`src/hw/rtl/smsad_pkg.sv`:
```
// Shared types, constants and the nibble-to-character function for the
// SMS address field decoder. No dependencies.
package smsad_pkg;

  typedef enum logic [1:0] {
    PH_LENGTH = 2'd0,
    PH_TYPE   = 2'd1,
    PH_DIGITS = 2'd2,
    PH_ALPHA  = 2'd3
  } phase_t;

  localparam logic [2:0] TON_INTERNATIONAL = 3'd1;
  localparam logic [2:0] TON_ALPHANUMERIC  = 3'd5;

  localparam logic [3:0] NIB_STAR  = 4'hA;
  localparam logic [3:0] NIB_HASH  = 4'hB;
  localparam logic [3:0] NIB_PAUSE = 4'hC;
  localparam logic [3:0] NIB_END   = 4'hF;

  localparam logic [6:0] CH_STAR  = 7'h2A;
  localparam logic [6:0] CH_HASH  = 7'h23;
  localparam logic [6:0] CH_PAUSE = 7'h50;
  localparam logic [6:0] CH_PLUS  = 7'h2B;
  localparam logic [6:0] CH_ZERO  = 7'h30;

  typedef struct packed {
    phase_t     phase;
    logic [7:0] bytes_left;
    logic [2:0] saved_type;
    logic [3:0] saved_plan;
    logic       digits_ended;
  } dec_state_t;

  typedef struct packed {
    logic [6:0] char_code;
    logic       has_char;
    logic [2:0] number_type;
    logic [3:0] numbering_plan;
    logic       last;
  } result_t;

  function automatic logic [6:0] nibble_char(input logic [3:0] nib);
    logic [6:0] ch;
    case (nib)
      NIB_STAR:  ch = CH_STAR;
      NIB_HASH:  ch = CH_HASH;
      NIB_PAUSE: ch = CH_PAUSE;
      default:   ch = CH_ZERO + {3'b000, nib};
    endcase
    return ch;
  endfunction

endpackage

```
`src/hw/rtl/smsad_decode.sv`:
```
// Combinational decode of one address-field byte: next parse state and
// up to two result items. Depends on smsad_pkg.
module smsad_decode
  import smsad_pkg::*;
(
  input  dec_state_t st,
  input  logic [7:0] data_byte,
  input  logic       start_field,
  output dec_state_t st_next,
  output logic [1:0] n_res,
  output result_t    res0,
  output result_t    res1
);

  phase_t     ph;
  logic [3:0] lo;
  logic [3:0] hi;
  logic       final_byte;
  logic [7:0] left_dec;
  logic [2:0] typ;

  assign ph         = start_field ? PH_LENGTH : st.phase;
  assign lo         = data_byte[3:0];
  assign hi         = data_byte[7:4];
  assign final_byte = (st.bytes_left <= 8'd1);
  assign left_dec   = (st.bytes_left == 8'd0) ? 8'd0 : st.bytes_left - 8'd1;
  assign typ        = data_byte[6:4];

  // next state
  always_comb begin
    st_next = st;
    st_next.phase = ph;
    case (ph)
      PH_LENGTH: begin
        st_next.bytes_left   = 8'((9'(data_byte) + 9'd1) >> 1);
        st_next.digits_ended = 1'b0;
        st_next.phase        = PH_TYPE;
      end
      PH_TYPE: begin
        st_next.saved_type = typ;
        st_next.saved_plan = lo;
        if (st.bytes_left == 8'd0) begin
          st_next.phase = PH_LENGTH;
        end else if (typ == TON_ALPHANUMERIC) begin
          st_next.phase = PH_ALPHA;
        end else begin
          st_next.phase = PH_DIGITS;
        end
      end
      PH_DIGITS: begin
        st_next.bytes_left = left_dec;
        if (!st.digits_ended && hi == NIB_END) begin
          st_next.digits_ended = 1'b1;
        end
        if (final_byte) begin
          st_next.phase = PH_LENGTH;
        end
      end
      default: begin
        st_next.bytes_left = left_dec;
        if (final_byte) begin
          st_next.phase = PH_LENGTH;
        end
      end
    endcase
  end

  // result items
  always_comb begin
    n_res = 2'd0;
    res0  = '0;
    res1  = '0;
    res0.number_type    = st_next.saved_type;
    res0.numbering_plan = st_next.saved_plan;
    res1.number_type    = st_next.saved_type;
    res1.numbering_plan = st_next.saved_plan;
    case (ph)
      PH_TYPE: begin
        if (st.bytes_left == 8'd0) begin
          n_res     = 2'd1;
          res0.last = 1'b1;
        end else if (typ == TON_INTERNATIONAL) begin
          n_res         = 2'd1;
          res0.char_code = CH_PLUS;
          res0.has_char = 1'b1;
        end
      end
      PH_DIGITS: begin
        if (!st.digits_ended) begin
          res0.char_code = nibble_char(lo);
          res0.has_char  = 1'b1;
          if (hi == NIB_END) begin
            n_res     = 2'd1;
            res0.last = final_byte;
          end else begin
            n_res          = 2'd2;
            res1.char_code = nibble_char(hi);
            res1.has_char  = 1'b1;
            res1.last      = final_byte;
          end
        end else if (final_byte) begin
          n_res     = 2'd1;
          res0.last = 1'b1;
        end
      end
      PH_ALPHA: begin
        if (final_byte) begin
          n_res     = 2'd1;
          res0.last = 1'b1;
        end
      end
      default: begin
        n_res = 2'd0;
      end
    endcase
  end

endmodule

```
`src/hw/rtl/sms_address_field_decoder_unit.sv`:
```
// Top level of the SMS address field decoder: input register, parse state,
// four-entry result queue. Depends on smsad_pkg and smsad_decode.
//
// Usage: feed the bytes of a GSM address field on the s_ channel, one item
// per byte: length, type byte, then packed semi-octet digits. s_tuser set
// on an item forces it to be taken as a new length byte, dropping any field
// in progress. Characters come out on the m_ channel, one item each; tuser
// marks whether the item carries a character, tlast ends the field.
// An accepted item is held in the input register and decoded into the queue
// once the queue has room for two results; its first result is visible after that decode.
// Throughput: one byte per cycle when it yields at most one result and m_tready
// stays high; a digit byte with two characters puts two items on the single-wide
// m_ channel, so sustained digit decoding is limited by the output side.
// The queue keeps taking decoded items while m_tready is low until fewer
// than two slots remain free; then s_tready drops and nothing is lost.
// Reset (rst, synchronous) empties the queue and input register and returns
// the parser to expecting a length byte.
module sms_address_field_decoder_unit
  import smsad_pkg::*;
(
  input  logic        clk,
  input  logic        rst,
  input  logic        s_tvalid,
  output logic        s_tready,
  input  logic [7:0]  s_tdata,   // [7:0] data_byte
  input  logic        s_tuser,   // [0] start_field
  output logic        m_tvalid,
  input  logic        m_tready,
  output logic [15:0] m_tdata,   // [6:0] char_code, [9:7] number_type,
                                 // [13:10] numbering_plan, [15:14] zero
  output logic        m_tuser,   // [0] has_char
  output logic        m_tlast
);

  logic       in_vld;
  logic [7:0] in_byte;
  logic       in_start;

  dec_state_t st;
  dec_state_t st_next;
  logic [1:0] n_res;
  result_t    res0;
  result_t    res1;

  result_t    fifo [4];
  logic [1:0] wr_ptr;
  logic [1:0] rd_ptr;
  logic [2:0] count;
  logic [2:0] count_next;

  logic pop;
  logic consume;
  logic [2:0] count_after_pop;

  assign pop             = m_tvalid && m_tready;
  assign count_after_pop = count - {2'b00, pop};
  assign consume         = in_vld && (count_after_pop <= 3'd2);
  assign s_tready        = !in_vld || consume;

  smsad_decode u_decode (
    .st          (st),
    .data_byte   (in_byte),
    .start_field (in_start),
    .st_next     (st_next),
    .n_res       (n_res),
    .res0        (res0),
    .res1        (res1)
  );

  always_ff @(posedge clk) begin
    if (rst) begin
      in_vld <= 1'b0;
    end else if (s_tready) begin
      in_vld <= s_tvalid;
    end
  end

  always_ff @(posedge clk) begin
    if (s_tvalid && s_tready) begin
      in_byte  <= s_tdata;
      in_start <= s_tuser;
    end
  end

  always_ff @(posedge clk) begin
    if (rst) begin
      st.phase        <= PH_LENGTH;
      st.bytes_left   <= 8'd0;
      st.saved_type   <= 3'd0;
      st.saved_plan   <= 4'd0;
      st.digits_ended <= 1'b0;
    end else if (consume) begin
      st <= st_next;
    end
  end

  always_comb begin
    count_next = count_after_pop;
    if (consume) begin
      count_next = count_after_pop + {1'b0, n_res};
    end
  end

  always_ff @(posedge clk) begin
    if (rst) begin
      wr_ptr <= 2'd0;
      rd_ptr <= 2'd0;
      count  <= 3'd0;
    end else begin
      count <= count_next;
      if (pop) begin
        rd_ptr <= rd_ptr + 2'd1;
      end
      if (consume) begin
        wr_ptr <= wr_ptr + n_res;
      end
    end
  end

  always_ff @(posedge clk) begin
    if (consume && n_res != 2'd0) begin
      fifo[wr_ptr] <= res0;
    end
    if (consume && n_res == 2'd2) begin
      fifo[wr_ptr + 2'd1] <= res1;
    end
  end

  result_t head;
  assign head     = fifo[rd_ptr];
  assign m_tvalid = (count != 3'd0);
  assign m_tdata  = {2'b00, head.numbering_plan, head.number_type, head.char_code};
  assign m_tuser  = head.has_char;
  assign m_tlast  = head.last;

endmodule

```
`config.mk`:
```
export PLATFORM = sky130hd
export DESIGN_NAME = sms_address_field_decoder_unit
export DESIGN_NICKNAME = d
export VERILOG_FILES = /design/src/hw/rtl/smsad_pkg.sv /design/src/hw/rtl/smsad_decode.sv /design/src/hw/rtl/sms_address_field_decoder_unit.sv
export SDC_FILE = /design/constraint.sdc
export NUM_CORES = 1
export LEC_CHECK = 0
export ABC_AREA = 1
export BUFFER_PORTS_ARGS = -buffer_cell sky130_fd_sc_hd__buf_2
export CORE_AREA = 2 2 145 147
export DETAILED_ROUTE_END_ITERATION = 8
export DIE_AREA = 0 0 147 149
export PLACE_DENSITY_LB_ADDON = 0.15
export SKIP_CTS_REPAIR_TIMING = 1
export SLEW_MARGIN = 20
export SYNTH_ARGS = -nofsm -noshare
export SYNTH_HDL_FRONTEND = slang
export SYNTH_SLANG_ARGS = --single-unit
```
`constraint.sdc`:
```
create_clock -name clk -period 3.3 [get_ports clk]
set_input_delay 0.495 -clock clk [delete_from_list [all_inputs] [get_ports clk]]
set_output_delay 0.495 -clock clk [all_outputs]
set_load 0.005 [all_outputs]
```
## After elaboration in Yosys (flattened, before gate mapping)

Memory sizes are Yosys's and may differ from the RTL's. A register that Yosys moved wholly into a read port is not among the register bits.
Index checks and enable logic that the tools add are counted.

| word-level totals | value |
|---|---|
| register bits after elaboration | 35 |
| memory bits (writable) | 64 |
| input bits | 13 |
| output and inout bits | 20 |
| logic and storage cells | 94 |
| memories | 1 |

| operators by class | value |
|---|---|
| add/sub/neg operators | 9 |
| $lt $le $gt $ge | 2 |
| equality and inequality tests | 14 |
| multiplexer cells | 40 |
| bitwise operators | 1 |
| reductions and logical operators | 16 |

Memories:

| memory | words | bits a word | rd ports | clocked after memory_dff | write ports | RTL line | text |
|---|---|---|---|---|---|---|---|
| fifo | 4 | 16 | 1 | 1 | 2 | sms_address_field_decoder_unit.sv:45 | `result_t fifo [4];` |

Operator list:

| cell | number |
|---|---|
| $mux W8 | 6 |
| $pmux W7 S3 | 2 |
| $pmux W8 S2 | 2 |
| $eq A4 B4 Y1 const B | 7 |
| $mux W2 | 8 |
| $mux W1 | 15 |
| $add A6 B4 Y7 const A | 2 |
| $mux W7 | 2 |
| $add A8 B1 Y9 const B | 1 |
| $le A8 B1 Y1 const B | 1 |
| $logic_not A8 Y1 | 1 |
| $sub A8 B1 Y8 const B | 1 |
| $eq A2 B2 Y1 const B | 3 |
| $logic_and A1 B1 Y1 | 6 |
| $pmux W2 S3 | 1 |
| $add A2 B1 Y2 const B | 2 |
| $pmux W2 S2 | 1 |
| $reduce_bool A2 Y1 | 2 |
| $add A3 B2 Y3 | 1 |
| $eq A3 B1 Y1 const B | 1 |
| $eq A3 B3 Y1 const B | 1 |
| $le A3 B2 Y1 const B | 1 |
| $mux W3 | 1 |
| $pmux W1 S3 | 1 |
| other kinds (12) | 13 |

## Longest topological paths before layout

| depth | value |
|---|---|
| depth in word-level cells | 8 |
| depth in mapped cells | 17 |
| mapped depth without buffers | 17 |

## Hierarchy

A second synthesis with hierarchy kept.

| unflattened totals | value |
|---|---|
| cells, all modules | 761 |
| area, all modules | 6,103.4 sq um |

By module, submodules not included:

| module | instances | cells each | area each (sq um) | seq. area each (sq um) |
|---|---|---|---|---|
| sms_address_field_decoder_unit | 1 | 555 | 5,021.1 | 2,752.6 |
| smsad_decode | 1 | 206 | 1,082.3 | 0.0 |

## Worst setup path after synthesis

OpenSTA, ideal clock, no wires.

| timing path | value |
|---|---|
| kind | input -> register |
| start | input port m_tready |
| end | memory fifo[2][0] (netlist bit) (enable) |
| data arrival time | 2.179 ns |
| data required time | 2.928 ns |
| setup slack | 0.749 ns |
| stages on the path | 12 |
| path through | nand2_1 inv_1 ha_1 ha_1 inv_1 nand2_1 nand2_1 nor2_2 nand2_4 inv_1 nand3_2 nand2_1 |

RTL lines:

| element | RTL line | text |
|---|---|---|
| start: declaration | sms_address_field_decoder_unit.sv:28 | `input logic m_tready,` |
| end: declaration | sms_address_field_decoder_unit.sv:45 |  |

==> impl_metrics.sql <==
INSERT INTO impl_metrics (metric_group, metric, value, unit) VALUES
('outcome', 'run_status', 'finished, final reports clean', ''),
('logic_synthesis', 'area_fraction_of_the_dominant_cell_type_after_synthesis', '42.3', '%'),
('routing', 'drt_wl_total', '13.6', 'mm'),
('clock_network', 'tritoncts', 'done', ''),
('clock_network', 'clkSinkCount', '101', ''),
('timing', 'max_slew_margin', '41.8', '%'),
('routing', 'dr.pass1.iters', '5', ''),
('floorplan', 'die_x', '147', 'um'),
('floorplan', 'design.die.area', '0.0219', 'mm2'),
('worst_setup_path', 'r2r-start', 'in_start$_DFFE_PP_', ''),
('grt', 'gr-max-usage-layer', 'met2', ''),
('timing', 'final-hold-violation-count', '0', ''),
('clock_network', 'ctsHtreeMaxLevel', '3', ''),
('logic_synthesis', 'syn-cell-area', '0.00518', 'mm2'),
('grt', 'met3_layer_usage_reported_by_global_route', '3.06', '%'),
('worst_setup_path', 'timing.critical_path.fanout_max', '16', ''),
('clock_network', 'clk-insertion-delay-late', '360', 'ps'),
('worst_setup_path', 'worst_setup_path_start_kind', 'flop', ''),
('grt', 'grt_start_max_net_pins', '33', ''),
('routing', 'drt_iter0_markers', '309', ''),
('worst_hold_path', 'hold_path.class', 'input port to flop', ''),
('timing', 'skew', '9.55', 'ps'),
('logic_synthesis', 'simple_gate_portion_of_the_synthesized_area', '21.3', '%'),
('floorplan', 'start_util', '25.2', '%'),
('logic_synthesis', 'synth-adder-area-share', '3.76', '%'),
('logic_synthesis', 'synthesis.instances', '590', ''),
('logic_synthesis', 'synth.ff_latch_count', '101', ''),
('timing', 'final-max-slew-violation-count', '0', ''),
('floorplan', 'core.rowCount', '53', ''),
('routing', 'remaining_drc_errors', '0', ''),
('worst_setup_path', 'worst-endpoint-required', '3330', 'ps'),
('floorplan', 'core', '0.0206', 'mm2'),
('grt', 'antenna_violations_before_repair', '0', ''),
('floorplan', 'die_h', '149', 'um'),
('run', 'drv.max_cap_violation_count', '0', ''),
('timing', 'layout_setup_ws', '471', 'ps'),
('routing', 'wl_per_cell', '15.1', 'um'),
('final_layout', 'syn_to_final_growth', '14.3', '%'),
('clock_network', 'cts_root_buf', 'clkbuf_16', ''),
('grt', 'via_count_of_the_first_global_routing_pass', '4004', ''),
('clock_network', 'cts.reportedPaths.clkPinSlew', '70', 'ps'),
('power_and_ir_drop', 'power_density_normalized_to_cell_area', '703', 'mW/mm2'),
('worst_setup_path', 'reg2reg_depth', '11', ''),
('timing', 'setup-violations-final', '0', ''),
('final_layout', 'drive_above_1_share', '11.5', '%'),
('routing', 'vias', '4013', ''),
('grt', 'gr-usage-met2', '20.5', '%'),
('timing', 'shortest_period_the_worst_path_allows', '2830', 'ps'),
('logic_synthesis', 'synth_top_cell_by_area', 'edfxtp_1', ''),
('timing', 'period_share', '85.7', '%'),
('logic_synthesis', 'compound_gate_portion_of_the_synthesized_area', '12.9', '%'),
('logic_synthesis', 'yosys-mux-area-fraction', '0', '%'),
('timing', 'totalNegativeSetupSlack', '0', 'ps'),
('final_layout', 'finish.net_count', '649', ''),
('timing', 'clock.fmax', '353', 'MHz'),
('routing', 'antenna_left', '0', ''),
('timing', 'rsz0062_at_grt', 'false', ''),
('logic_synthesis', 'post_synth_main_area_contributors', 'edfxtp_1 (42%), dfxtp_1 (11%), nand2_1 (8.3%), o21ai_0 (6.2%), inv_1 (5.0%)', ''),
('place', 'gpl.final_weighted_congestion', '0.881', ''),
('clock_network', 'cts_buffers', '9', ''),
('clock_network', 'max-clock-path-buffers', '2', ''),
('logic_synthesis', 'synth_top_family_by_area', 'simple AND/OR/NAND/NOR gates', ''),
('final_layout', 'diode_insertion_count_for_antenna_repair', '0', ''),
('timing', 'timing_worst_slew_pin_value', '869', 'ps'),
('place', 'buffer_ports.inserted', '30', ''),
('logic_synthesis', 'yosysUniqueCellTypes', '34', ''),
('grt', 'global_route.usage.met1', '18.0', '%'),
('worst_setup_path', 'worstPathArrival', '2860', 'ps'),
('logic_synthesis', 'yosys.area_share.xor_xnor', '1.35', '%'),
('grt', 'wire_length_of_the_first_global_routing_pass', '22.0', 'mm'),
('worst_setup_path', 'setup.reg_to_reg.worst_slack', '470', 'ps');
==> critical path, cell delays in order, from the launching register on <==
cell and delay [ps]:
edfxtp_1 390, nor2_1 270, inv_1 130, ha_1 380, nand2_1 170, nor3_2 60
inv_1 70, nand2_1 110, nor2_2 250, nand3_2 250, nand2_1 150, buf_4 280
==> path summary, 6_finish.rpt <==
path / end
min: in_byte[6]$_DFFE_PP_
min reg2reg: st[7]$_SDFFE_PP0N_
max reg2reg: fifo[3][11]$_DFFE_PP_
max: fifo[3][11]$_DFFE_PP_
==> Yosys cell counts <==
| master | n |
|---|---|
| a211oi_1 | 1 |
| a21oi_1 | 28 |
| a31oi_1 | 4 |
| buf_4 | 3 |
| buf_6 | 4 |
| clkbuf_1 | 14 |
| clkinv_1 | 1 |
| conb_1 | 1 |
| dfxtp_1 | 28 |
| edfxtp_1 | 73 |
| fa_1 | 1 |
| ha_1 | 14 |
| inv_1 | 69 |
| inv_2 | 2 |
| nand2_1 | 114 |
| nand2_4 | 3 |
| nand3_1 | 49 |
| nand3_2 | 4 |
| nand4_1 | 1 |
| nor2_1 | 62 |
| nor2_2 | 3 |
| nor2_4 | 1 |
| nor2_8 | 1 |
| nor3_1 | 6 |
| nor3_2 | 1 |
| nor3_4 | 1 |
| nor4_1 | 2 |
| o211ai_1 | 3 |
| o21ai_0 | 64 |
| o21ai_1 | 2 |
| o21bai_1 | 4 |
| o22ai_1 | 18 |
| xnor2_1 | 4 |
| xor2_1 | 4 |
==> state kept, by name, indices dropped and copies added, names as in the netlist, named ones only <==
signal	count
count	3
fifo	64
in_byte	8
in_start	1
in_vld	1
rd_ptr	2
st	18
wr_ptr	2
==> layout make-up <==
cell class / count / area (um2)
Clock buffer: 9 / 225
Clock inverter: 7 / 61.3
Fill cell: 2229 / 14600
Inverter: 72 / 270
Multi-Input combinational cell: 397 / 2050
Sequential cell: 101 / 2750
Tap cell: 275 / 344
Timing Repair Buffer: 40 / 225
==> cells in the final DEF (no fill, tap or decap), types with 10 or more instances in the layout <==
cell,instances
a21oi_1,28
buf_2,30
buf_4,10
dfxtp_1,28
edfxtp_1,73
ha_1,14
inv_1,69
nand2_1,114
nand3_1,49
nor2_1,62
o21ai_0,64
o22ai_1,18
==> cell families (layout without fill, tap and decap cells) <==
| family | after synthesis | after routing |
|---|---|---|
| AND/OR/NAND/NOR | 248 | 248 |
| AO/OA/AOI/OAI | 124 | 124 |
| flip-flops | 101 | 101 |
| buffers and inverters | 93 | 128 |
| adder cells (fa/ha/maj) | 15 | 15 |
| XOR/XNOR | 8 | 8 |
| other | 1 | 2 |
==> through the flow <==
stage	area [um2]	utilization, %	instances	hold WS (ps)	power, mW
2_1_floorplan	5190	-	591	425	2.70
3_3_place_gp	5640	27.4	885	436	3.16
3_5_place_dp	5640	27.4	885	444	3.18
4_1_cts	5920	28.8	901	303	4.23
5_1_grt	5920	28.8	901	299	4.49
6_report	5920	28.8	901	314	4.17
==> power breakdown <==
group          switching, mW  internal (mW)
logic                  0.999          0.478
registers             0.0986           1.55
clock network          0.509          0.528
total                   1.61           2.56
==> layer usage <==
metal  share of wire (%)  vias to the layer above
met2                  46                       74
met1                  50                     1874
met4                 1.7                        0
met3                 2.9                       21
li1                    -                     2044
met5                   0                        -
Note: power is estimated with default switching activity, not from simulation.
